## src/padf_pkg.sv

```systemverilog
`default_nettype none
package padf_pkg;

  localparam int unsigned AXES = 3;

  // Working coordinate: wide enough for a signed 13-bit axis and the
  // unsigned 13-bit depth axis alike.
  typedef logic signed [13:0] coord_t;
  typedef coord_t [AXES-1:0] point_t;

  // Smoothed coordinate and raw-minus-smoothed error.
  typedef logic signed [14:0] smooth_t;
  typedef logic signed [15:0] err_t;

  typedef logic [7:0] width_t;
  typedef logic [1:0] cfg_idx_t;

  typedef enum logic [1:0] {
    REG_SMOOTH_X = 2'd0,
    REG_SMOOTH_Y = 2'd1,
    REG_SMOOTH_Z = 2'd2
  } cfg_reg_e;

  localparam width_t SMOOTH_RESET = 8'd5;

  // Bias that makes every history sum nonnegative before the mean divide.
  localparam int unsigned MEAN_OFFSET = 4096;

  // Virtual point divide by 500: exact reciprocal for magnitudes below 2**26.
  localparam int unsigned VIRT_DIVISOR = 500;
  localparam int unsigned VIRT_SHIFT   = 35;
  localparam longint unsigned VIRT_RECIP =
    ((64'd1 << VIRT_SHIFT) + 64'(VIRT_DIVISOR) - 64'd1) / 64'(VIRT_DIVISOR);

endpackage
`default_nettype wire

```

## src/padf_mean.sv

```systemverilog
`default_nettype none
module padf_mean #(
  parameter int unsigned HISTORY_DEPTH = 8,
  localparam int unsigned SUM_W = 14 + $clog2(HISTORY_DEPTH)
) (
  input  wire logic                    clk_i,
  input  wire logic                    en_i,
  input  wire logic signed [SUM_W-1:0] sum_i,
  output padf_pkg::coord_t             avg_o
);
  import padf_pkg::*;

  localparam int unsigned LD    = $clog2(HISTORY_DEPTH);
  localparam int unsigned DIV_S = SUM_W + LD;
  localparam int unsigned MW    = SUM_W + 2;
  localparam int unsigned PW    = SUM_W + MW;
  localparam longint unsigned DIV_M =
    ((64'd1 << DIV_S) + 64'(HISTORY_DEPTH) - 64'd1) / 64'(HISTORY_DEPTH);

  logic [SUM_W-1:0] biased;
  logic [PW-1:0]    prod;
  logic [13:0]      quot;
  coord_t           avg_q;

  // Bias the sum nonnegative, then divide by multiply-and-shift (exact floor).
  always_comb begin
    biased = SUM_W'(sum_i) + SUM_W'(HISTORY_DEPTH * MEAN_OFFSET);
    prod   = PW'(biased) * PW'(DIV_M);
    quot   = prod[DIV_S +: 14];
  end

  always_ff @(posedge clk_i) begin
    if (en_i) begin
      avg_q <= coord_t'(quot - 14'(MEAN_OFFSET));
    end
  end

  assign avg_o = avg_q;

endmodule
`default_nettype wire

```

## config.mk

```make
export PLATFORM = sky130hd
export DESIGN_NAME = padf_mean
export DESIGN_NICKNAME = d
export VERILOG_FILES = /design/src/padf_pkg.sv /design/src/padf_mean.sv
export SDC_FILE = /design/constraint.sdc
export NUM_CORES = 1
export LEC_CHECK = 0
export BUFFER_PORTS_ARGS = -buffer_cell sky130_fd_sc_hd__buf_2
export CORE_AREA = 2 2 39 41
export DETAILED_ROUTE_END_ITERATION = 10
export DIE_AREA = 0 0 41 43
export GPL_TIMING_DRIVEN = 1
export MAX_ROUTING_LAYER = met4
export PLACE_DENSITY = 0.67
export SETUP_SLACK_MARGIN = 0.3
export SYNTH_ARGS = -nofsm -noshare
export SYNTH_HDL_FRONTEND = slang
export SYNTH_SLANG_ARGS = --single-unit
export TNS_END_PERCENT = 10
```

## constraint.sdc

```tcl
create_clock -name clk_i -period 0.8 [get_ports clk_i]
set_input_delay 0.08 -clock clk_i [delete_from_list [all_inputs] [get_ports clk_i]]
set_output_delay 0.08 -clock clk_i [all_outputs]
set_load 0.05 [all_outputs]
```

==> reports/metrics.csv <==
metric,value,unit
yosys.cell_types.count,2,
wl_per_cell,11.1,um
cts.htree.levels,1,
synth.net_count,34,
clk_pin_slew,0.08,ns
end_kind,primary output,
power,1.63,mW
start_util,30.7,%
start_kind,register,
hp-class,in -> reg,
drv_slew,0,
die_w,41,um
diodes,0,
ant_nets,0,
synth-seq-cells,14,
swShare,28.1,%
fillCellCount,120,
peakVddDrop,0.000963,V
power_density,2350,nW/um^2
rows,14,
post_cts_buffers,0,
syn2layout_area_growth,64.0,%
yosysTopAreaCell,edfxtp_1,
numClockSinks,14,
portBuffers,29,
preCtsSetupSlack,0.107,ns
largest_reg_flops,14,
track_usage,10.5,%
drt-initial-drc-count,1,
p_clk_share,22.8,%
ys.warnings.count,0,
hold_viol_final,14,
synth_edf_count,14,
placed_area,586,sq um
vias,256,
netlist_top_cells_count,"edfxtp_1, clkbuf_1",
tritoncts,built,
multi_input_area,0,sq um
grt.overflow.total,0,
fin_crit,0.909,ns
post-route-util,50.3,%
grt_setup_unrepaired,yes,
synthTopCellsByArea,"edfxtp_1, clkbuf_1",
min_period_over_period,114,%
critPathArrivalTime,0.83,ns
critPathBufInv,1,
gp_congestion,0.622,
ys.flop_type,edfxtp_1,
cp_slowest_cell,edfxtp_1,
netlist_area,424,sq um
synth.avg_cell_area,28.3,sq um
tightestPinTransition,0.285,ns
worstPathCellList,buf_6,
die_h,43,um
place_inst,59,
cts_root_buf,clkbuf_4,
whs,-0.0198,ns
core-area,1380,sq um
crit_family,flip-flops,
io-pin-count,33,
status,"finished, violations left",
seqPwrFrac,54.8,%
synth_most_common_cell,edfxtp_1,
slew_headroom,81.0,%
p_int,1.17,mW
grt_pass1_wl,1.05,mm
synth_top_cell_area_share,99.1,%
p_sw,0.460,mW
violations,"hold timing, setup timing",
cpPeakStageDelay,0.39,ns
cp_max_fo,1,
drive_gt1_share,69.6,%
setup_ws,-0.109,ns
clock.fmax,1.10,GHz
viasPerCell,4.13,
finalNetCount,67,
fin_cells,62,
drt_pass1_iterations,2,
synthArstFlopShare,0,%
leakagePower,0.295,nW
clockBufferDepth,2,
drc,0,
setup-violations-final,14,
seq_area_frac_synth,99.1,%
grt_max_degree,15,
grt_antenna_before_repair,0,
comb.multi_input.count,0,
comb_power_share,22.3,%
cts_buffers,3,
worstPathRequired,0.72,ns
final_area,696,sq um
syn_inst,15,
finalSetupTns,-1.38,ns
grt_pass1_vias,280,
dieArea,1760,sq um
drv_cap,0,
critPathKind,reg -> out,
wl,687,um
[cell families (layout without fill, tap and decap cells)]
family | Yosys count | after routing | synth area share (%)
flip-flops | 14 | 14 | 99.1
buffers and inverters | 1 | 32 | 0.884
[layout by cell type (no fill, tap or decap)]
cell type,Yosys,routed
clkbuf_4,0,3
buf_2,0,15
edfxtp_1,14,14
buf_6,0,14
[power by group through the flow]
stage / clock network, mW / registers, mW / logic (mW)
floorplan: 0 / 1.11 / 0.00145
global placement: 0 / 0.897 / 0.300
detailed placement: 0 / 0.899 / 0.303
CTS: 0.401 / 0.897 / 0.369
global route: 0.424 / 0.904 / 0.380
finish: 0.373 / 0.896 / 0.365
[worst paths after layout]
| check | from | end | slack, ns | depth (start not counted) |
|---|---|---|---|---|
| worst max-delay path | avg_o[13] | avg_o[13] | -0.11 | 1 |
| worst min-delay path | sum_i[5] | avg_o[2] | -0.02 | 1 |
[what timing repair did]
action | 4_1_cts | 5_1_grt
hold endpoints to repair | 14 | 14
gates resized for setup | 28 | 0
setup endpoints to repair | 14 | 14
pin swaps | 0 | 0
[final cells by class]
cell class / instances / area, sq um / area share, %
Timing Repair Buffer: 29 / 233 / 33.5
Sequential cell: 14 / 420 / 60.4
Tap cell: 16 / 20.0 / 2.88
Clock buffer: 3 / 22.5 / 3.24
[layer usage]
| metal | global-route usage (%) | part of all wire [%] |
|---|---|---|
| met5 | - | 0 |
| met4 | 12.0 | 0 |
| met3 | 3.14 | 10 |
| met2 | 15.3 | 55 |
| met1 | 9.12 | 35 |
(Power assumes the default switching activity.)
