==> src/padf_pkg.sv <==
`default_nettype none
package padf_pkg;

  localparam int unsigned AXES = 3;

  // Working coordinate: wide enough for a signed 13-bit axis and the
  // unsigned 13-bit depth axis alike.
  typedef logic signed [13:0] coord_t;
  typedef coord_t [AXES-1:0] point_t;

  // Smoothed coordinate and raw-minus-smoothed error.
  typedef logic signed [14:0] smooth_t;
  typedef logic signed [15:0] err_t;

  typedef logic [7:0] width_t;
  typedef logic [1:0] cfg_idx_t;

  typedef enum logic [1:0] {
    REG_SMOOTH_X = 2'd0,
    REG_SMOOTH_Y = 2'd1,
    REG_SMOOTH_Z = 2'd2
  } cfg_reg_e;

  localparam width_t SMOOTH_RESET = 8'd5;

  // Bias that makes every history sum nonnegative before the mean divide.
  localparam int unsigned MEAN_OFFSET = 4096;

  // Virtual point divide by 500: exact reciprocal for magnitudes below 2**26.
  localparam int unsigned VIRT_DIVISOR = 500;
  localparam int unsigned VIRT_SHIFT   = 35;
  localparam longint unsigned VIRT_RECIP =
    ((64'd1 << VIRT_SHIFT) + 64'(VIRT_DIVISOR) - 64'd1) / 64'(VIRT_DIVISOR);

endpackage
`default_nettype wire

==> src/padf_hist_cell.sv <==
`default_nettype none
module padf_hist_cell (
  input  wire logic             clk_i,
  input  wire logic             rst_ni,
  input  wire logic             en_i,
  input  wire padf_pkg::point_t d_i,
  output padf_pkg::point_t      q_o
);
  import padf_pkg::*;

  point_t pt_q;

  // Hold one history point; advance it to the next cell on every transaction.
  always_ff @(posedge clk_i or negedge rst_ni) begin
    if (!rst_ni) begin
      pt_q <= '0;
    end else if (en_i) begin
      pt_q <= d_i;
    end
  end

  assign q_o = pt_q;

endmodule
`default_nettype wire

==> config.mk <==
export PLATFORM = sky130hd
export DESIGN_NAME = padf_hist_cell
export DESIGN_NICKNAME = d
export VERILOG_FILES = /design/src/padf_pkg.sv /design/src/padf_hist_cell.sv
export SDC_FILE = /design/constraint.sdc
export NUM_CORES = 1
export LEC_CHECK = 0
export BUFFER_PORTS_ARGS = -buffer_cell sky130_fd_sc_hd__buf_2
export CORE_AREA = 2 2 70 72
export DETAILED_ROUTE_END_ITERATION = 10
export DIE_AREA = 0 0 72 74
export PLACE_DENSITY = 0.82
export SYNTH_ARGS = -nofsm -noshare
export SYNTH_HDL_FRONTEND = slang
export SYNTH_SLANG_ARGS = --single-unit
==> constraint.sdc <==
create_clock -name clk_i -period 0.8 [get_ports clk_i]
set_input_delay 0.12 -clock clk_i [delete_from_list [all_inputs] [get_ports clk_i]]
set_output_delay 0.12 -clock clk_i [all_outputs]
set_load 0.02 [all_outputs]
==> key figures, run 1 <==
Outcome
  • Run status: finished with violations
  • Failing checks: negative setup slack

Layout
  • Finished Core Util: 60.1%
  • P&R area growth vs syn: 56.4%
  • Area occupied by multi-input gates: 627 µm²
  • Max FFs per register: 42
  • Storage cell area: 1100 µm²
  • Non-filler cells, final: 246
  • Fillers: 350
  • Share of post-route cells with drive strength above 1: 99.0%
  • Antenna diodes: 0
  • Nets@finish: 236

Pwr
  • Leak: 0.00136 µW
  • Total power: 5360 µW
  • Worst vdd ir: 1.05 mV
  • Power Density: 1940 nW/µm²

Timing
  • Slew Limit Fails: 0
  • Period utilization: 120%
  • Final Hold Viols: 0
  • Highest Clock Rate: 1040 MHz
  • Minimum hold slack: 0.0620 ns
  • Slew HR: 85.5%
  • Fin crit period: 0.959 ns
  • RSZ-0062 raised after global routing: true
  • Worst slew pin tran: 0.217 ns
  • PnR worst setup slack: -0.159 ns
  • Layout Skew: 0 ns
  • Final setup viols: 53

Detailed routing
  • Vias per inst: 4.42
  • Routed Wire Length: 3570 µm
  • Initial DRC Count: 23
  • DRC: 0
  • Vias post-DR: 1,088
  • Antenna Violating Nets Remaining: 0
  • Drt wl/cell: 14.5 µm
  • Router iterations before antenna repair: 3

Global route
  • First-pass GRT wire length: 5690 µm
  • Initial antenna violation count: 0
  • Total track usage: 13.9%
  • Number of global-route vias before repair: 1,174
  • Largest net degree at the start of global routing: 43
  • Grt ovf: 0

Logic synthesis
  • Unique cell type count in the Yosys netlist: 5
  • Sequential area share after synthesis: 59.5%
  • Mapped Area: 1770 µm²
  • Synthesized area per cell: 19.8 µm²
  • Cell count after synthesis: 89
  • Post-synth net total: 134
  • Yosys reg bits: 42
  • Syn. warnings: 0

Floorplan
  • Row Count: 25
  • DIE AREA: 5330 µm²
  • Die X: 72 µm
  • Die Ht: 74 µm
  • Initial Utilization: 38.4%
  • Ports: 87
  • Core area: 4600 µm²

CTS
  • Maximum buffer depth of the clock tree: 2
  • Clock root cell: clkbuf_8
  • CTS clk-pin slew, worst paths: 0.07 ns
  • TritonCTS clock tree: done
  • Inserted Clock Buffers: 5
  • Clk_lat worst skew: 0.28 ns
  • Sink Count: 42
  • H-tree levels: 2

Placement
  • I/O Buffers: 86
  • Hpwl dp: 2260 µm
  • Dpl cells: 228
  • Gpl congestion: 0.671

Critical path
  • Critical path capture point type: primary output
  • Worst setup path start: q_o[10]
  • Max FO, Critical Path: 2
  • R2R Setup Slk: -0.11 ns
  • R2R Path End: q_o[22]
  • Critical Path RT: 0.68 ns
  • CP arrival: 0.84 ns
  • Critical path launch point type: flip-flop
  • CP Depth: 1
  • Worst R2R Start: q_o[22]
  • Last element of the critical path: q_o[10]
  • Path depth of the worst reg2reg path: 2
  • CP max-delay cell: dfrtp_2
  • Bufs and invs on worst path: 1
  • CP top delay family: flip-flops
  • CP peak stage delay: 0.42 ns
  • CP Cell Sequence: buf_6
  • Kind of critical path: reg -> out

Worst hold path
  • Class of the worst hold path: in -> reg

Run
  • # Max-Cap Violations: 0
-- per-layer routing --
layer  vias to the layer above  part of all wire, %  routed length, µm  track usage, %
met5                         -                    0                  0               0
met4                         0                 0.17                  6            3.14
met3                         2                  6.8                243            4.61
met2                        54                   50               1770            21.9
met1                       521                   43               1550            18.8
li1                        511                    -                  -               -
-- worst min-delay path by stage --
stage | from | depth (start not counted) | end
5_1_grt | d_i[13] | 2 | q_o[13]
3_5_place_dp | rst_ni | 2 | q_o[11]
2_1_floorplan | rst_ni | 0 | q_o[0]
3_3_place_gp | rst_ni | 2 | q_o[21]
6_report | d_i[18] | 2 | q_o[18]
4_1_cts | d_i[13] | 2 | q_o[13]
-- layout make-up --
type	count	area share, %
flip-flops and latches	42	40.0
repair buffers	100	31.6
multi-input cells	42	22.7
clock buffers	7	3.13
well taps	54	2.45
clock inverters	1	0.181
-- placed cells by master (no fill, tap or decap) --
cell type and count:
buf_6 51, buf_2 44, dfrtp_2 42, mux2_4 41, clkbuf_8 6, buf_12 3
mux2_2 1, clkbuf_1 1, clkinv_2 1, dlygate4sd3_1 1, buf_4 1
-- power by group --
group          total [µW]  switching [µW]  internal (µW)
sequential           2550             173           2380
combinational        1460             568            895
clock                1340             649            696
total                5360            1390           3970
-- cell families (layout without fill, tap and decap cells) --
group	Yosys count	after routing	synth area share (%)
buffers and inverters	5	108	5.17
DFF	42	42	59.5
muxes	42	42	35.3
-- stage by stage --
| stage | setup slack (ns) | setup TNS, ns | area (µm²) |
|---|---|---|---|
| 2_1_floorplan | -0.0222 | -0.916 | 1820 |
| 3_3_place_gp | -0.165 | -6.20 | 2290 |
| 3_5_place_dp | -0.173 | -6.42 | 2290 |
| 4_1_cts | -0.171 | -7.58 | 2720 |
| 5_1_grt | -0.199 | -8.97 | 2760 |
| 6_report | -0.159 | -7.11 | 2760 |
-- cell usage after synthesis --
library cell / instances / area (µm²)
dfrtp_1: 42 / 1050
mux2_4: 40 / 601
buf_12: 4 / 80.1
mux2_2: 2 / 22.5
buf_6: 1 / 11.3
-- repair_timing --
item | 4_1_cts | 5_1_grt
hold buffers | 1 | 0
resized for setup | 87 | 7
hold endpoints to repair | 42 | 0
buffers inserted | 7 | 2
setup endpoints to repair | 42 | 78
Note: power is estimated with default switching activity, not from simulation.
==> run 2: changes to the inputs <==
CELL_PAD_IN_SITES_DETAIL_PLACEMENT = 1   (was default)
CELL_PAD_IN_SITES_GLOBAL_PLACEMENT = 1   (was default)
CORE_AREA = 2 2 66 93   (was 2 2 70 72)
DIE_AREA = 0 0 68 95   (was 0 0 72 74)
PLACE_DENSITY = 0.83   (was 0.82)
==> run 2 against run 1 <==
Net effect:
- the run still ends with negative setup slack left
- clock-buffer cell count shrank 1
- clock skew unchanged
- die area up 21%
- non-clock buffer count rose by 11
- final area up 5.1%
- core utilization shrank 9.1 points
- total power is 2.0% higher
- critical endpoint is now q_o[17]
==> key figures, run 2 (synthesized netlist as in run 1, its figures left out) <==
Floorplan
  • Die X: 68 µm
  • Row Count: 33
  • DIE AREA: 6460 µm²
  • Die Ht: 95 µm
  • Initial Utilization: 31.0%
  • Core area: 5700 µm²
  • Ports: 87

Critical path
  • Critical path capture point type: primary output
  • CP Depth: 1
  • Critical Path RT: 0.68 ns
  • CP arrival: 0.87 ns
  • CP top delay family: flip-flops
  • Path depth of the worst reg2reg path: 2
  • Kind of critical path: reg -> out
  • Critical path launch point type: flip-flop
  • CP Cell Sequence: buf_6
  • Worst R2R Start: q_o[17]
  • R2R Setup Slk: -0.15 ns
  • CP peak stage delay: 0.44 ns
  • Worst setup path start: q_o[17]
  • Bufs and invs on worst path: 1
  • Max FO, Critical Path: 2
  • R2R Path End: q_o[17]
  • CP max-delay cell: dfrtp_2

Placement
  • Gpl congestion: 0.721
  • Pre-CTS WS: -0.152 ns
  • Placed Instance Area: 2320 µm²
  • Hpwl dp: 3120 µm
  • Dpl cells: 244
  • I/O Buffers: 86

Global route
  • Grt ovf: 0
  • Largest net degree at the start of global routing: 43
  • Total track usage: 15.4%
  • Number of global-route vias before repair: 1,400
  • Initial antenna violation count: 0
  • First-pass GRT wire length: 7090 µm

Pwr
  • Leak: 0.00141 µW
  • Switch share: 27.3%
  • Clk pwr share: 23.4%
  • Int Pwr: 3970 µW
  • Reg power frac: 46.9%
  • Switching power: 1490 µW
  • Power Density: 1880 nW/µm²
  • Gate power share: 29.7%
  • Worst vdd ir: 1.04 mV

Timing
  • PnR worst setup slack: -0.187 ns
  • Worst slew pin tran: 0.226 ns
  • Fin crit period: 0.987 ns
  • Final Hold Viols: 0
  • RSZ-0062 raised after global routing: true
  • Highest Clock Rate: 1010 MHz
  • Slew HR: 84.9%
  • Final setup viols: 64
  • Period utilization: 123%
  • Slew Limit Fails: 0
  • Layout Skew: 0 ns

Outcome
  • Run status: finished with violations
  • Failing checks: negative setup slack

Layout
  • Max FFs per register: 42
  • Finished Cell Area: 2900 µm²
  • Antenna diodes: 0
  • Nets@finish: 247
  • Most frequent cells in the layout: buf_6 (62), buf_2 (44), dfrtp_2 (42), mux2_4 (40), clkbuf_8 (5)
  • Share of post-route cells with drive strength above 1: 99.0%
  • P&R area growth vs syn: 64.4%
  • Non-filler cells, final: 272
  • Commonest non-fill, non-tap cell in the layout: buf_6

Run
  • # Max-Cap Violations: 0

Detailed routing
  • Drt wl/cell: 17.3 µm
  • Vias per inst: 4.42
  • Antenna Violating Nets Remaining: 0
  • Vias post-DR: 1,203
  • Initial DRC Count: 29
  • Router iterations before antenna repair: 3
  • DRC: 0
  • Routed Wire Length: 4700 µm

CTS
  • Maximum buffer depth of the clock tree: 2
  • TritonCTS clock tree: done
  • Clk_lat worst skew: 0.28 ns
  • CTS clk-pin slew, worst paths: 0.08 ns
  • H-tree levels: 2
  • Inserted Clock Buffers: 5
  • Sink Count: 42
  • Clock root cell: clkbuf_8

Worst hold path
  • Hold Path Cell Cnt: 2
  • HP Start: d_i[25]
  • Hold EP: q_o[25]
  • Class of the worst hold path: in -> reg
## run 2: cell types whose count changed in the layout (fill, tap and decap cells not counted), sizes merged
cell and change:
buf +11, clkbuf -1, clkinv -1, clkinvlp +1
## run 2: how the worst max path moves through the flow
stage / to / slack (ns)
detailed placement: q_o[11] / -0.15
floorplan: q_o[0] / -0.02
finish: q_o[17] / -0.19
global route: q_o[17] / -0.21
global placement: q_o[13] / -0.14
CTS: q_o[32] / -0.19
## run 2: power groups by stage
stage                     clock network, µW  logic [µW]  registers, µW
after floorplan                           0         437           2800
after global placement                    0        1110           2520
after detailed placement                  0        1150           2530
after CTS                              1350        1580           2550
after global routing                   1430        1710           2590
final                                  1280        1620           2560
## run 2: metal layers
layer	wire [µm]	vias to the layer above	track usage (%)
li1	-	530	-
met1	1470	609	14.2
met2	2830	55	30.3
met3	272	9	3.69
met4	130	0	6.67
met5	0	-	0
## run 2: per-stage QoR
stage,utilization [%],hold WS (ns),total power (µW),setup TNS [ns]
after global routing,50.9,0.0453,5730,-10.68
after CTS,50.0,0.0456,5470,-8.97
after global placement,40.8,0.108,3630,-5.09
final,50.9,0.0595,5460,-8.78
after floorplan,-,-0.176,3230,-0.916
after detailed placement,40.8,0.120,3680,-5.64
## run 2: area by class of cell
class                   count  area [µm²]
well taps                  70        87.6
repair buffers            111        1010
multi-input cells          42         623
clock buffers               6        72.6
clock inverters             1        7.51
flip-flops and latches     42        1100
fillers                   584        2800
## run 2: repair_timing
action,in CTS,in global routing
resized for setup,94,10
hold buffers,1,0
hold endpoints to repair,42,0
buffers inserted,18,2
endpoints found under the setup margin,46,83
==> run 3: changes to the inputs <==
CORE_AREA = 2 2 60 85   (was 2 2 66 93)
DIE_AREA = 0 0 62 87   (was 0 0 68 95)
PLACE_DENSITY = 0.92   (was 0.83)
clock period = 1.16 ns   (was 0.8 ns; I/O delays follow)
==> run 3 against run 2 <==
Net effect:
- the run now ends clean
- sequential cell count stayed put
- register-to-register slack better by 0.50 ns
- sequential share of layout area is 5.5 points higher
- global-route usage is 0.71 points higher
- die area is 17% lower
==> key figures, run 3 (synthesized netlist as in run 1, its figures left out) <==
Global route
  • Largest net degree at the start of global routing: 43
  • Initial antenna violation count: 0
  • Number of global-route vias before repair: 1,271
  • Grt ovf: 0
  • First-pass GRT wire length: 6220 µm
  • Total track usage: 16.1%

Timing
  • Slew Limit Fails: 0
  • Final setup viols: 0
  • Setup TNS: 0 ns
  • Slew HR: 84.8%
  • Final Hold Viols: 0
  • PnR worst setup slack: 0.118 ns
  • Highest Clock Rate: 960 MHz
  • Worst slew pin tran: 0.228 ns
  • Fin crit period: 1.04 ns
  • RSZ-0062 raised after global routing: false
  • Layout Skew: 0 ns
  • Period utilization: 89.8%

Floorplan
  • Row Count: 30
  • Initial Utilization: 37.6%
  • Die Ht: 87 µm
  • DIE AREA: 5390 µm²
  • Ports: 87
  • Die X: 62 µm
  • Core area: 4690 µm²

Detailed routing
  • Drt wl/cell: 16.8 µm
  • Vias post-DR: 1,104
  • DRC: 0
  • Vias per inst: 4.47
  • Routed Wire Length: 4160 µm
  • Antenna Violating Nets Remaining: 0
  • Router iterations before antenna repair: 4
  • Initial DRC Count: 23

CTS
  • Clk_lat worst skew: 0.28 ns
  • Sink Count: 42
  • Clock root cell: clkbuf_8
  • TritonCTS clock tree: done
  • Inserted Clock Buffers: 5
  • Post-CTS setup buffers: 0
  • CTS clk-pin slew, worst paths: 0.08 ns
  • Maximum buffer depth of the clock tree: 2
  • H-tree levels: 2

Pwr
  • Leak: 0.00128 µW
  • Switching power: 956 µW
  • Clk pwr share: 36.0%
  • Int Pwr: 2920 µW
  • Power Density: 1600 nW/µm²
  • Reg power frac: 43.7%
  • Worst vdd ir: 0.666 mV
  • Switch share: 24.7%
  • Total power: 3880 µW
  • Gate power share: 20.2%

Layout
  • Area occupied by multi-input gates: 623 µm²
  • Max FFs per register: 42
  • Storage cell area: 1050 µm²
  • Nets@finish: 227
  • Share of post-route cells with drive strength above 1: 76.5%
  • P&R area growth vs syn: 36.9%
  • Commonest non-fill, non-tap cell in the layout: buf_2
  • Finished Core Util: 51.5%
  • Antenna diodes: 0
  • Most frequent cells in the layout: buf_2 (86), dfrtp_1 (42), mux2_4 (40), clkbuf_8 (6), buf_12 (4)
  • Fillers: 499

Placement
  • Pre-CTS WS: 0.148 ns
  • Gpl congestion: 0.707
  • I/O Buffers: 86
  • Hpwl dp: 3100 µm

Critical path
  • Critical Path RT: 0.99 ns
  • Max FO, Critical Path: 2
  • CP peak stage delay: 0.41 ns
  • Kind of critical path: reg -> out
  • CP top delay family: flip-flops
  • CP arrival: 0.87 ns
  • Critical path launch point type: flip-flop
  • CP Cell Sequence: buf_2
  • CP max-delay cell: dfrtp_1
  • Critical path capture point type: primary output
  • Bufs and invs on worst path: 1

Worst hold path
  • Class of the worst hold path: in -> reg

Outcome
  • Run status: complete, no violations

Run
  • # Max-Cap Violations: 0
## run 3: cell count changes in the layout (fill, tap and decap cells not counted)
cell        delta
buf_2         +42
dfrtp_2       -42
buf_6         -62
bufinv_16      +2
dfrtp_1       +42
clkinvlp_4     -1
clkbuf_8       +1
clkbuf_1       -1
## run 3: final timing paths
check / from / to / slack, ns / cells past startpoint
worst min register to register: q_o[12] / q_o[12] / 0.51 / 1
worst max-delay path: q_o[21] / q_o[21] / 0.12 / 1
min in group asynchronous: rst_ni / q_o[13] / 0.38 / 3
max in group asynchronous: rst_ni / q_o[39] / 0.57 / 3
worst min-delay path: d_i[23] / q_o[23] / 0.11 / 2
worst max register to register: q_o[21] / q_o[21] / 0.35 / 1
## run 3: cell type report
cell class	instances	area share, %
flip-flops and latches	42	43.5
multi-input cells	42	25.8
repair buffers	91	21.5
clock buffers	6	3.42
well taps	64	3.31
clock inverters	2	2.48
## run 3: metal layers
layer / GRT usage, % / vias to the layer above / wire length (µm)
met5: 0 / - / 0
met4: 7.54 / 0 / 142
met3: 2.67 / 9 / 235
met2: 28.5 / 56 / 2240
met1: 17.8 / 549 / 1540
li1: - / 490 / -
## run 3: power groups by stage
stage / sequential [µW] / clock (µW) / combinational [µW]
final: 1690 / 1400 / 784
after global routing: 1710 / 1490 / 833
after CTS: 1700 / 1450 / 795
after detailed placement: 1720 / 0 / 790
after global placement: 1710 / 0 / 758
after floorplan: 1900 / 0 / 301
## run 3: per-stage QoR
step	area (µm²)	hold slack [ns]	cells
5_1_grt	2420	0.103	247
3_3_place_gp	2260	0.159	238
3_5_place_dp	2260	0.165	238
2_1_floorplan	1770	-0.122	89
4_1_cts	2420	0.103	247
6_report	2420	0.113	247
## run 3: timing repair
item                      in CTS  in global routing
hold buffers                   1                  0
hold endpoints to repair      42                  0
resized for setup              0                  0
