$ cat src/padf_pkg.sv
`default_nettype none
package padf_pkg;

  localparam int unsigned AXES = 3;

  // Working coordinate: wide enough for a signed 13-bit axis and the
  // unsigned 13-bit depth axis alike.
  typedef logic signed [13:0] coord_t;
  typedef coord_t [AXES-1:0] point_t;

  // Smoothed coordinate and raw-minus-smoothed error.
  typedef logic signed [14:0] smooth_t;
  typedef logic signed [15:0] err_t;

  typedef logic [7:0] width_t;
  typedef logic [1:0] cfg_idx_t;

  typedef enum logic [1:0] {
    REG_SMOOTH_X = 2'd0,
    REG_SMOOTH_Y = 2'd1,
    REG_SMOOTH_Z = 2'd2
  } cfg_reg_e;

  localparam width_t SMOOTH_RESET = 8'd5;

  // Bias that makes every history sum nonnegative before the mean divide.
  localparam int unsigned MEAN_OFFSET = 4096;

  // Virtual point divide by 500: exact reciprocal for magnitudes below 2**26.
  localparam int unsigned VIRT_DIVISOR = 500;
  localparam int unsigned VIRT_SHIFT   = 35;
  localparam longint unsigned VIRT_RECIP =
    ((64'd1 << VIRT_SHIFT) + 64'(VIRT_DIVISOR) - 64'd1) / 64'(VIRT_DIVISOR);

endpackage
`default_nettype wire

$ cat src/padf_band.sv
`default_nettype none
module padf_band (
  input  wire logic             clk_i,
  input  wire logic             rst_ni,
  input  wire logic             en_i,
  input  wire padf_pkg::coord_t avg_i,
  input  wire padf_pkg::coord_t raw_i,
  input  wire padf_pkg::width_t width_i,
  output padf_pkg::smooth_t     smooth_o
);
  import padf_pkg::*;

  smooth_t     sm_q, sm_d;
  err_t        err_q, err_d;
  logic [15:0] mag;
  logic        open_band;
  smooth_t     avg_ext, wid_ext;

  always_comb begin
    mag       = err_q[15] ? 16'(-err_q) : 16'(err_q);
    open_band = mag > {8'd0, width_i};
    avg_ext   = smooth_t'(avg_i);
    wid_ext   = $signed({7'd0, width_i});
    sm_d      = sm_q;
    if (open_band) begin
      // Pull back toward the mean by the width, against the last error.
      sm_d = err_q[15] ? (avg_ext + wid_ext) : (avg_ext - wid_ext);
    end
    err_d = err_t'(raw_i) - err_t'(sm_d);
  end

  always_ff @(posedge clk_i or negedge rst_ni) begin
    if (!rst_ni) begin
      sm_q  <= '0;
      err_q <= '0;
    end else if (en_i) begin
      sm_q  <= sm_d;
      err_q <= err_d;
    end
  end

  assign smooth_o = sm_q;

endmodule
`default_nettype wire

$ cat config.mk
export PLATFORM = sky130hd
export DESIGN_NAME = padf_band
export DESIGN_NICKNAME = d
export VERILOG_FILES = /design/src/padf_pkg.sv /design/src/padf_band.sv
export SDC_FILE = /design/constraint.sdc
export NUM_CORES = 1
export LEC_CHECK = 0
export BUFFER_PORTS_ARGS = -buffer_cell sky130_fd_sc_hd__buf_2
export CAP_MARGIN = 20
export CORE_ASPECT_RATIO = 1.4
export CORE_MARGIN = 2
export CORE_UTILIZATION = 53
export CTS_CLUSTER_DIAMETER = 150
export DETAILED_ROUTE_END_ITERATION = 6
export GPL_TIMING_DRIVEN = 0
export PLACE_DENSITY = 0.78
export SYNTH_ARGS = -nofsm -noshare
export SYNTH_HDL_FRONTEND = slang
export SYNTH_SLANG_ARGS = --single-unit
$ cat constraint.sdc
create_clock -name clk_i -period 5.4 [get_ports clk_i]
set_input_delay 0.54 -clock clk_i [delete_from_list [all_inputs] [get_ports clk_i]]
set_output_delay 0.54 -clock clk_i [all_outputs]
set_load 0.03 [all_outputs]
==> flow_results.org, run 1 <==
** Setup path
- STA puts the critical path data required time at 5.62 ns.
- STA classifies the critical path startpoint as a flip-flop.
- In this design, the critical path's most frequently occurring cell is nand4_1.
- Ordered list of cells on the worst path :: or4_4 -> o31ai_4 -> xnor2_2 -> ha_1 -> nand4_1 -> nand2b_4 -> a221oi_2 -> nand4_1 -> nor3_2 -> buf_6 -> mux2_4 -> ha_4 -> fa_2 -> inv_2 -> a21o_1 -> o21ai_2 -> o31ai_4 -> maj3_2 -> nor3b_4 -> o211ai_1 -> or4_1 -> nand4_1
- Critical Path Sink Type :: flip-flop
- The setup check on the worst reg-to-reg path leaves a slack of -0.10 ns.
- On the worst path, the slowest cell contributes a delay of 0.54 ns.
- The worst setup path is of the reg -> reg kind.
- The largest individual stage delay along the critical path comes from the cell or4_4.
- Along the worst path, the maximum fanout reaches 3.
- Data arrives at the worst endpoint at 5.72 ns.

** Die
- Die extent in y :: 104 um
- I/O pin cnt :: 54
- The floorplan step defined a die boundary enclosing 7870 um2.
- For this configuration, the core starts out at a cell density of 0.547.
- Die width :: 75.5 um
- CORE AREA :: 6940 um2
- Rows :: 36

** Logic synthesis
- Compound-gate portion of the synthesized area :: 0.242
- Fraction of post-synthesis cell area in the top cell type by area :: 0.204
- Summing every instance area after synthesis gives 3800 um2.
- Combinational family with the most area after synthesis :: compound AO/OA/AOI/OAI gates
- Largest cells by area after synthesis :: dfrtp_1, ha_1, xnor2_1
- Of the total synthesized cell area, the portion taken by XOR and XNOR cells is 0.0830.
- After synthesis the netlist holds a flip-flop and latch count of 31.
- Of the total synthesized cell area, the portion taken by full adders, half adders and majority gates is 0.140.
- Synth Net Count :: 528
- Simple-gate share of the synthesized area :: 0.198
- Averaged over all synthesized cells, the footprint is 8.35 um2.
- Of all cell types, the one taking the most synthesized area is dfrtp_1.
- Of the synthesized area, sequential elements account for 0.204.
- The portion of synthesized area spent on multiplexers is 0.0797.
- In the synthesized netlist the async set-or-reset flop fraction comes to 1.00.
- Synth cell types :: 76
- The synthesized design contains 0 enable-type register cells.
- Primary FF master, synth :: dfrtp_1
- Total number of yosys warnings :: 0
- Cell count after synthesis :: 455

** Routing
- Number of routed nets with antenna violations :: 0
- Count of TritonRoute iterations in the first routing pass :: 7
- # DRC :: 0
- In the routed layout, each cell is associated on average with a via count of 6.19.
- Detailed Route WL :: 11.1 mm
- Iter 0 DRT Violations :: 191
- Detailed routing inserted a total of 3868 vias.
- In the final routed layout, each cell accounts on average for 17.8 um.

** Power
- Total power consumption of the routed design :: 0.00322 W
- Dividing total power by cell area gives a power density of 703 nW/um2.
- Static leakage :: 1.95 nW
- Worst IR drop on VDD :: 0.433 mV

** Clock tree
- The clock passes through at most 2 buffers.
- CTS tree :: done
- CTS H-tree depth :: 2
- After clock tree synthesis, the clock-pin slew on the worst setup and hold paths is 0.07 ns.
- Worst skew pair latency :: 0.30 ns
- The tree built by TritonCTS fans out to 31 sinks.
- Hold repair after CTS inserted 0 buffers.
- Counting the buffers created by CTS gives 5.
- CTS root buf :: clkbuf_8

** Global route
- Vias in the first global route :: 3762
- Combined global-route utilization of all metal layers :: 0.284
- Global route total overflow :: 0
- Entering global routing, the biggest net connects 32 pins.
- The initial antenna violation count is 0.
- The first global-routing pass estimated 17.3 mm of wire.

** Timing
- Hold is met by 0.301 ns.
- Once routing completed, OpenROAD measured the worst setup slack at -0.102 ns.
- Transition time at the pin with the least slew margin :: 0.748 ns
- Final worst path period share :: 1.02
- RSZ-0062 raised after global routing :: true
- The count of final max-slew check failures is 0.
- The final number of hold-violating endpoints came to 0.
- Fmax :: 182 MHz
- After routing, the total negative slack on setup checks comes to -0.174 ns.
- Worst-case headroom to the max-slew limit :: 0.498
- Final clock skew :: 0.0127 ns
- The routed design could run at a clock period as short as 5.50 ns.
- Setup violations remaining at the end of the flow were counted as 3.

** Finish
- Layout cells sized above 1 :: 0.264
- Area grow syn2layout :: 20.4%
- The library cell used most frequently in the layout, excluding fill and tap cells, is buf_2.
- Total of fill cells in the finished design :: 612
- Ant. Diodes :: 0
- Leaving out filler cells and counting taps, the final layout contains 625.
- In the layout the commonest cells are buf_2, nor2_1, nand2_1, ha_1, a21oi_1.
- Count of nets after finishing :: 604

** Run status
- The run finished, with violations left.
- The checks that failed: negative setup slack.

** Job
- The tool flagged a number of max-cap violations equal to 0.

** Placement
- Routability-driven placement finished with a final weighted congestion of 0.945.
- At the placement stage, the worst setup path has a slack of -1.11 ns.
- Number of port buffers :: 50
- In this run, placement finished with an instance count of 600.
- Estimated wirelength of the detail-placed design :: 8.17 mm

** Min path
- Min-Delay Path Class :: in -> async
==> logic make-up (layout without fill, tap and decap cells) <==
logic type / count (synthesis) / after routing
adders and majority gates: 43 / 43
AOI/OAI and AO/OA: 132 / 132
buffers and inverters: 49 / 124
DFF: 31 / 31
muxes: 26 / 26
and+or+nand+nor: 138 / 138
xor gates and xnor gates: 36 / 36
==> where the power goes <==
part	internal, W	switching, W
Clock	0.0000859	0.0000909
Combinational	0.00109	0.00147
Sequential	0.000355	0.000129
Total	0.00153	0.00169
==> worst max-delay path, delay by kind of cell (launching register included) <==
family	cells	cell delay, ns
mux	1	0.32
simple gates	8	2.06
xor+xnor	1	0.08
flops	1	0.41
buf+inv	2	0.23
fa+ha+maj	4	1.14
compound gates	6	1.19
==> layer usage <==
layer	routed length [um]	share of wire	track usage	vias to the layer above
met5	0	0	0	-
met1	4370	0.39	0.325	1832
li1	-	-	-	1847
met4	600	0.054	0.154	0
met2	5620	0.51	0.491	141
met3	499	0.045	0.0329	48
==> synthesized netlist by cell type (3+ instances only) <==
cell type,n
nor2_1,37
a21oi_1,33
ha_1,32
dfrtp_1,31
nand2_1,31
inv_1,28
xnor2_1,28
o21ai_0,24
clkbuf_1,14
mux2_2,14
mux2i_1,10
a31oi_1,9
nand3_1,9
maj3_1,8
o211ai_1,8
xor2_1,8
a21o_1,7
nor3b_1,7
a211oi_1,6
nand2b_1,5
nand4_1,5
nor2b_1,5
nor3_1,5
a211o_1,4
a221oi_1,4
a32oi_1,4
and4_1,4
nand3b_1,4
nor4_1,4
o2111ai_1,4
or2_2,3
or4_1,3
==> registers in the layout, summed over array words and instances (netlist names) <==
register,flops
err_q,16
smooth_o,15
==> final cells by class <==
cell class / count / area (um2) / share of cell area
multi-input combinational: 375 / 2980 / 0.651
timing repair buffer: 71 / 415 / 0.0909
clock buffer: 6 / 72.6 / 0.0159
buffer: 18 / 100 / 0.0219
tap: 95 / 119 / 0.0260
sequential: 31 / 779 / 0.170
inverter: 29 / 109 / 0.0238
==> per-stage QoR <==
step,cell area [um2],utilization
after floorplan,3800,-
after global placement,4170,0.602
after detailed placement,4170,0.602
after CTS,4490,0.647
after global routing,4570,0.659
final,4570,0.659
==> timing repair <==
item | CTS | global route
pin swaps | 12 | 2
setup endpoints to repair | 11 | 7
setup buffers | 18 | 3
resized for setup | 27 | 16
==> worst paths after layout <==
kind,startpoint,to,depth (start not counted)
worst min register to register,smooth_o[2],smooth_o[2],2
max in group asynchronous,rst_ni,err_q[4],1
worst max register to register,err_q[4],err_q[14],22
worst min-delay path,rst_ni,smooth_o[7],1
min in group clk_i,smooth_o[2],smooth_o[2],2
worst max-delay path,err_q[4],err_q[14],22
(Power assumes the default switching activity.)
==> inputs of run 2 (changes only) <==
--- a/config.mk
+++ b/config.mk
@@ -9,11 +9,10 @@
 export CAP_MARGIN = 20
 export CORE_ASPECT_RATIO = 1.4
 export CORE_MARGIN = 2
-export CORE_UTILIZATION = 53
+export CORE_UTILIZATION = 40
 export CTS_CLUSTER_DIAMETER = 150
 export DETAILED_ROUTE_END_ITERATION = 6
 export GPL_TIMING_DRIVEN = 0
-export PLACE_DENSITY = 0.78
 export SYNTH_ARGS = -nofsm -noshare
 export SYNTH_HDL_FRONTEND = slang
 export SYNTH_SLANG_ARGS = --single-unit
==> run 2 against run 1 <==
  * The run still ends with negative setup slack left
  * Clock skew decreased by 0.0071 ns
  * Highest routed layer unchanged
  * Final cell count grew 3.5%
  * Utilization shrank 15 points
  * Sequential share of layout area fell by 0.61 points
==> flow_results.org, run 2 (synthesis gave the netlist of run 1 again) <==
** Setup path
- By startpoint and endpoint, the worst setup path is classified as reg -> reg.
- At the worst endpoint, the arrival time is 5.63 ns.
- Critical register-to-register path startpoint :: err_q[3]
- Tracing the worst setup path back leads to its startpoint at err_q[3].
- The worst setup path is launched from a flip-flop.
- The worst register-to-register path has a depth of 22.
- Critical Path Sink Type :: flip-flop
- Along the worst path, the maximum fanout reaches 3.
- For the worst setup path, the data required time is 5.61 ns.

** Global route
- Global route total overflow :: 0
- Entering global routing, the biggest net connects 32 pins.
- The initial antenna violation count was 0.
- Wire length of the first global-routing pass :: 18.4 mm
- Combined global-route utilization of all metal layers :: 0.224
- Vias in the first global route :: 3859

** Finish
- Register bank with the most flops :: err_q
- Ant. Diodes :: 0
- Relative to the synthesized area, the layout overhead comes to 24.8%.
- Largest register FFs :: 16
- Commonest cells after routing, fill and taps aside :: buf_2, nor2_1, a21oi_1, nand2_1, ha_1
- Measured on the finished design, the core utilization comes to 0.507.
- Layout cells sized above 1 :: 0.279
- Total of fill cells in the finished design :: 905
- The library cell used most frequently in the layout, excluding fill and tap cells, is buf_2.
- The net count of the finished layout is 609.

** Clock tree
- Clock tree synthesis found a total of 31 sinks.
- CTS tree :: done
- For the worst-skew pair, the clock arrives at the later sink with an insertion delay of 0.28 ns.
- In this run, CTS created clock tree buffers numbering 5.
- Hold Buf Count CTS :: 0
- The clock tree synthesis step divided the H-tree into 2 levels.
- CTS root buf :: clkbuf_16
- After clock tree synthesis, the clock-pin slew on the worst setup and hold paths is 0.06 ns.
- The longest clock path from root to sink contains 2 buffers.

** Die
- For this configuration, the core starts out at a cell density of 0.406.
- The die is 119 um tall.
- From left edge to right edge, the die measures 86.3 um.
- During I/O placement, the number of pins put on the boundary was 54.
- Rows :: 42
- Die Footprint :: 10300 um2
- CORE AREA :: 9350 um2

** Timing
- At the pin with the least slew margin, the transition time is 0.777 ns.
- Worst-case headroom to the max-slew limit :: 0.482
- Fmax :: 184 MHz
- The clock arrives with 0.00564 ns of skew.
- Fin. Hold Viols :: 0
- The routed design could run at a clock period as short as 5.42 ns.
- After layout, the worst setup slack is -0.0202 ns.
- RSZ-0062 raised after global routing :: true
- In the finished design, the share of the clock period the worst path needs comes to 1.00.
- The count of final max-slew check failures was 0.
- Setup violations, final :: 2

** Run status
- The run finished, with violations left.
- The checks that failed: negative setup slack.

** Routing
- In the routed design, unresolved DRC markers number 0.
- In the final routed layout, each cell accounts on average for 18.0 um.
- Iter 0 DRT Violations :: 182
- Count of TritonRoute iterations in the first routing pass :: 5
- Wires add up to 11.6 mm.
- The final route contains 3842 vias.
- Number of routed nets with antenna violations :: 0
- Dividing the detail-routed via count by the number of cells gives 5.94.

** Power
- Sequential fraction of design power :: 0.141
- Internal power of the cells :: 0.00167 W
- Switching share of total power :: 0.507
- Fraction of power consumed by combinational cells :: 0.777
- Net switching power :: 0.00172 W
- In this run the power density over the cells is 717 nW/um2.
- Static leakage :: 2.01 nW
- The share of total power dissipated in the clock network is 0.081.
- IR analysis of the VDD net gives a maximum drop of 0.261 mV.

** Placement
- Summed over all nets, the half-perimeter wirelength after detailed placement is 8.58 mm.
- Dpl ws :: -1.15 ns
- Weighted congestion at the end of routability-driven global placement :: 0.885
- Number of port buffers :: 50

** Job
- Across the run, the number of max-cap violations was 0.

** Min path
- Min-Delay Path Class :: in -> async
==> run 2: cell count changes in the layout (fill, tap and decap cells not counted), sizes merged <==
cell	change
buf	+5
clkbuf	+1
clkinv	+1
==> run 2: routing by layer <==
layer  share of wire  GRT usage  routed length, um
met1            0.41      0.266               4760
met2            0.52      0.396               6090
met3           0.031     0.0243                362
met4           0.035      0.102                408
met5               0          0                  0
==> run 2: cell type report <==
cell class	instances	area (um2)	area share
well taps	110	138	0.0290
multi-input cells	375	3020	0.636
clock inverters	1	5.00	0.00106
plain buffers	19	111	0.0235
flip-flops and latches	31	779	0.164
inverters	29	109	0.0230
clock buffers	7	133	0.0280
repair buffers	75	449	0.0947
==> run 2: through the flow <==
step	TNS [ns]	area [um2]	total power, W	std cells	hold slack (ns)
2_1_floorplan	0	3800	0.00219	455	0.244
3_3_place_gp	-5.94	4190	0.00268	615	0.493
3_5_place_dp	-6.94	4190	0.00272	615	0.500
4_1_cts	-0.0447	4560	0.00317	640	0.352
5_1_grt	-0.672	4740	0.00366	647	0.394
6_report	-0.0279	4740	0.00340	647	0.332
==> run 2: what timing repair did <==
item	in CTS	in global routing
endpoints found under the setup margin	10	8
pin swaps	15	22
gates cloned	0	0
buffers inserted	17	9
gates resized for setup	26	28
==> run 2: worst max-delay path: stages, from the launching register on <==
cell      delay (ns)
dfrtp_2         0.40
or4_4           0.56
o31ai_4         0.19
xnor2_1         0.10
ha_1            0.34
nand4_1         0.12
nand2b_4        0.16
a221oi_2        0.25
nand4_1         0.19
nor3_2          0.24
buf_6           0.16
mux2_4          0.32
ha_4            0.17
fa_2            0.35
inv_2           0.06
a21o_1          0.17
o21ai_2         0.09
o31ai_4         0.22
maj3_2          0.25
nor3b_4         0.26
o211ai_1        0.21
or4_1           0.43
nand4_1         0.10
==> run 2: final timing paths <==
check / end / slack, ns
min in group clk_i: smooth_o[2] / 0.52
worst max-delay path: err_q[14] / -0.02
worst max register to register: err_q[14] / -0.02
worst min register to register: smooth_o[2] / 0.52
worst min-delay path: smooth_o[8] / 0.33
max in group asynchronous: err_q[2] / 4.51
==> run 2: power by group through the flow <==
stage               Combinational [W]  Sequential (W)  Clock (W)
finish                        0.00264        0.000480   0.000276
global route                  0.00288        0.000499   0.000287
CTS                           0.00241        0.000476   0.000279
detailed placement            0.00223        0.000484          0
global placement              0.00219        0.000482          0
floorplan                     0.00163        0.000561          0
==> inputs of run 3 (changes only) <==
--- a/config.mk
+++ b/config.mk
@@ -13,6 +13,7 @@
 export CTS_CLUSTER_DIAMETER = 150
 export DETAILED_ROUTE_END_ITERATION = 6
 export GPL_TIMING_DRIVEN = 0
+export PLACE_DENSITY_LB_ADDON = 0.3
 export SYNTH_ARGS = -nofsm -noshare
 export SYNTH_HDL_FRONTEND = slang
 export SYNTH_SLANG_ARGS = --single-unit
==> run 3 against run 2 <==
  * Sequential cell count stayed put
  * Non-clock buffer count stayed put
  * Critical endpoint is now err_q[12]
  * Clock skew is 0.00098 ns higher
  * Global-route usage is 1.0 points lower
  * The run still ends with negative setup slack left
  * Clock power is 8.3% higher
  * Die area stayed put
  * Highest routed layer unchanged
  * Critical path depth is 2 higher
  * Combinational power is 2% lower
  * Sequential share of layout area is 0.096 points higher
==> flow_results.org, run 3 (synthesis gave the netlist of run 1 again) <==
** Run status
- Run status :: finished, violations left
- The checks that failed: negative setup slack.

** Power
- Power spread over the standard cell area amounts to 717 nW/um2.
- Static leakage :: 2.01 nW
- Across the VDD grid, the largest voltage drop is 0.233 mV.
- Total power consumption of the routed design :: 0.00338 W

** Finish
- Most common library cell in the layout ignoring fill and taps :: buf_2
- The number of antenna diodes in the final layout is 0.
- Sequential cell area :: 779 um2
- Once layout is complete, the cells apart from fillers number 647.
- After routing the design area is 4710 um2.
- Commonest cells after routing, fill and taps aside :: buf_2, nor2_1, a21oi_1, nand2_1, ha_1
- Layout cells sized above 1 :: 0.272
- Relative to the synthesized area, the layout overhead comes to 24.1%.
- Register bank with the most flops :: err_q
- For this run, the post-layout net count is 609.
- Total of fill cells in the finished design :: 911
- The register with the most flip-flops in the layout has 16 of them.
- In the final layout, the multi-input gates occupy 2990 um2.

** Clock tree
- The number of hold buffers added after CTS was 0.
- CTS root buf :: clkbuf_16
- Worst skew pair latency :: 0.28 ns
- Clock Path Buffers :: 2
- Clock sinks :: 31
- CTS clock-pin slew for the worst setup and hold paths :: 0.05 ns
- TritonCTS created 5 clock buffers.
- The H-tree was split into 2 levels.
- TritonCTS built the clock tree.

** Placement
- Including well taps, the total number of placed cells is 615.
- Estimated wirelength of the detail-placed design :: 8.43 mm
- Weighted congestion at the end of routability-driven global placement :: 0.877
- Dpl ws :: -1.06 ns
- After detailed placement, the total cell area comes to 4190 um2.
- Number of port buffers :: 50

** Die
- CORE AREA :: 9350 um2
- 54 I/O pins were placed.
- Die extent in y :: 119 um
- The die is 86.3 um wide.
- The die covers 10300 um2.
- Initial Util :: 0.406
- Rows :: 42

** Routing
- Via count :: 3806
- Mean routed wirelength per cell :: 17.2 um
- Number of routed nets with antenna violations :: 0
- The final layout contains routed wiring with a total length of 11.1 mm.
- DR vias/cell :: 5.88
- In this run, the number of DRC markers left after iteration 0 of detailed routing was 204.
- After detailed routing, the number of remaining DRC violations is 0.
- The first detailed-routing pass ran for 5 iterations.

** Global route
- Global route total overflow :: 0
- Antenna violations before repair :: 0
- Combined global-route utilization of all metal layers :: 0.214
- Maximum number of pins on one net before global-route repair :: 32
- The via count of the first global-routing pass was 3759.
- The first global-routing pass estimated 17.6 mm of wire.

** Setup path
- Largest fanout of any net on the critical path :: 3
- The largest individual stage delay along the critical path comes from the cell or4_4.
- Delay of the slowest cell on the worst path :: 0.54 ns
- Critical Path Source Type :: flip-flop
- The setup path with the least slack is of type reg -> reg.
- STA classifies the critical path endpoint as a flip-flop.
- For the worst setup path, the data required time is 5.57 ns.
- The most numerous cell type found on the critical path is buf_4.
- WP data arrival :: 5.61 ns
- Ordered list of cells on the worst path :: or4_4 -> o31ai_4 -> xnor2_1 -> ha_1 -> nand4_1 -> nand2b_4 -> a221oi_2 -> nand4_1 -> nor3_2 -> buf_6 -> mux2_4 -> ha_4 -> fa_2 -> inv_1 -> a21o_1 -> buf_4 -> a31oi_4 -> o31ai_4 -> maj3_2 -> nor3b_4 -> o211ai_1 -> buf_4 -> buf_4 -> o311ai_1

** Timing
- Transition time at the pin with the least slew margin :: 0.843 ns
- Number of max-slew violations in the final report :: 0
- Setup repair after global routing could not meet its margin everywhere.
- For the final database, setup skew stands at 0.00663 ns.
- Worst-case headroom to the max-slew limit :: 0.435
- The final number of hold-violating endpoints was 0.
- Fmax :: 184 MHz
- Fin crit period :: 5.44 ns
- Once routing completed, OpenROAD measured the worst setup slack at -0.0358 ns.
- Final worst path period share :: 1.01
- Setup violations, final :: 2

** Min path
- Min-Delay Path Class :: in -> async

** Job
- Max-cap violations :: 0
==> run 3: cell types whose count changed in the layout (fill, tap and decap cells not counted), sizes merged <==
cell	change
clkbuf	+1
clkinv	-1
==> run 3: final timing paths <==
kind | startpoint | end | slack (ns) | depth (start not counted)
max reg2reg | err_q[4] | err_q[12] | -0.04 | 24
max in group asynchronous | rst_ni | err_q[2] | 4.55 | 1
max | err_q[4] | err_q[12] | -0.04 | 24
min in group clk_i | smooth_o[2] | smooth_o[2] | 0.52 | 2
min | rst_ni | smooth_o[8] | 0.32 | 1
min reg2reg | smooth_o[2] | smooth_o[2] | 0.52 | 2
==> run 3: repair_timing <==
| action | CTS | global route |
|---|---|---|
| setup buffers | 18 | 8 |
| pin swaps | 15 | 14 |
| setup endpoints to repair | 10 | 9 |
| gates resized for setup | 27 | 15 |
==> run 3: metrics by stage <==
stage / setup TNS, ns / utilization / hold slack [ns]
floorplan: 0 / - / 0.244
global placement: -5.55 / 0.448 / 0.495
detailed placement: -6.12 / 0.448 / 0.498
CTS: -0.0270 / 0.491 / 0.339
global route: -1.13 / 0.504 / 0.374
finish: -0.0627 / 0.504 / 0.320
==> run 3: worst max-delay path: cells and delay by family (launching register included) <==
family | cells | cell delay [ns]
AOI/OAI and AO/OA | 7 | 1.23
xor gates and xnor gates | 1 | 0.10
adders and majority gates | 4 | 1.11
buffers and inverters | 5 | 0.67
DFF | 1 | 0.41
muxes | 1 | 0.32
and+or+nand+nor | 6 | 1.49
==> run 3: power by group <==
group          internal [W]  switching [W]  leakage (nW)
combinational       0.00112        0.00147          1.57
sequential         0.000355       0.000128         0.357
clock              0.000196       0.000103        0.0772
total               0.00168        0.00170          2.01
==> run 3: per-layer routing <==
layer | part of all wire | GRT usage
met1 | 0.41 | 0.246
met2 | 0.52 | 0.379
met3 | 0.031 | 0.0236
met4 | 0.043 | 0.111
met5 | 0 | 0
==> run 3: cell type report <==
type,instances,share of cell area
Multi-Input combinational cell,375,0.633
Tap cell,110,0.0292
Timing Repair Buffer,76,0.0945
Inverter,29,0.0231
Buffer,18,0.0212
Sequential cell,31,0.165
Clock buffer,8,0.0332
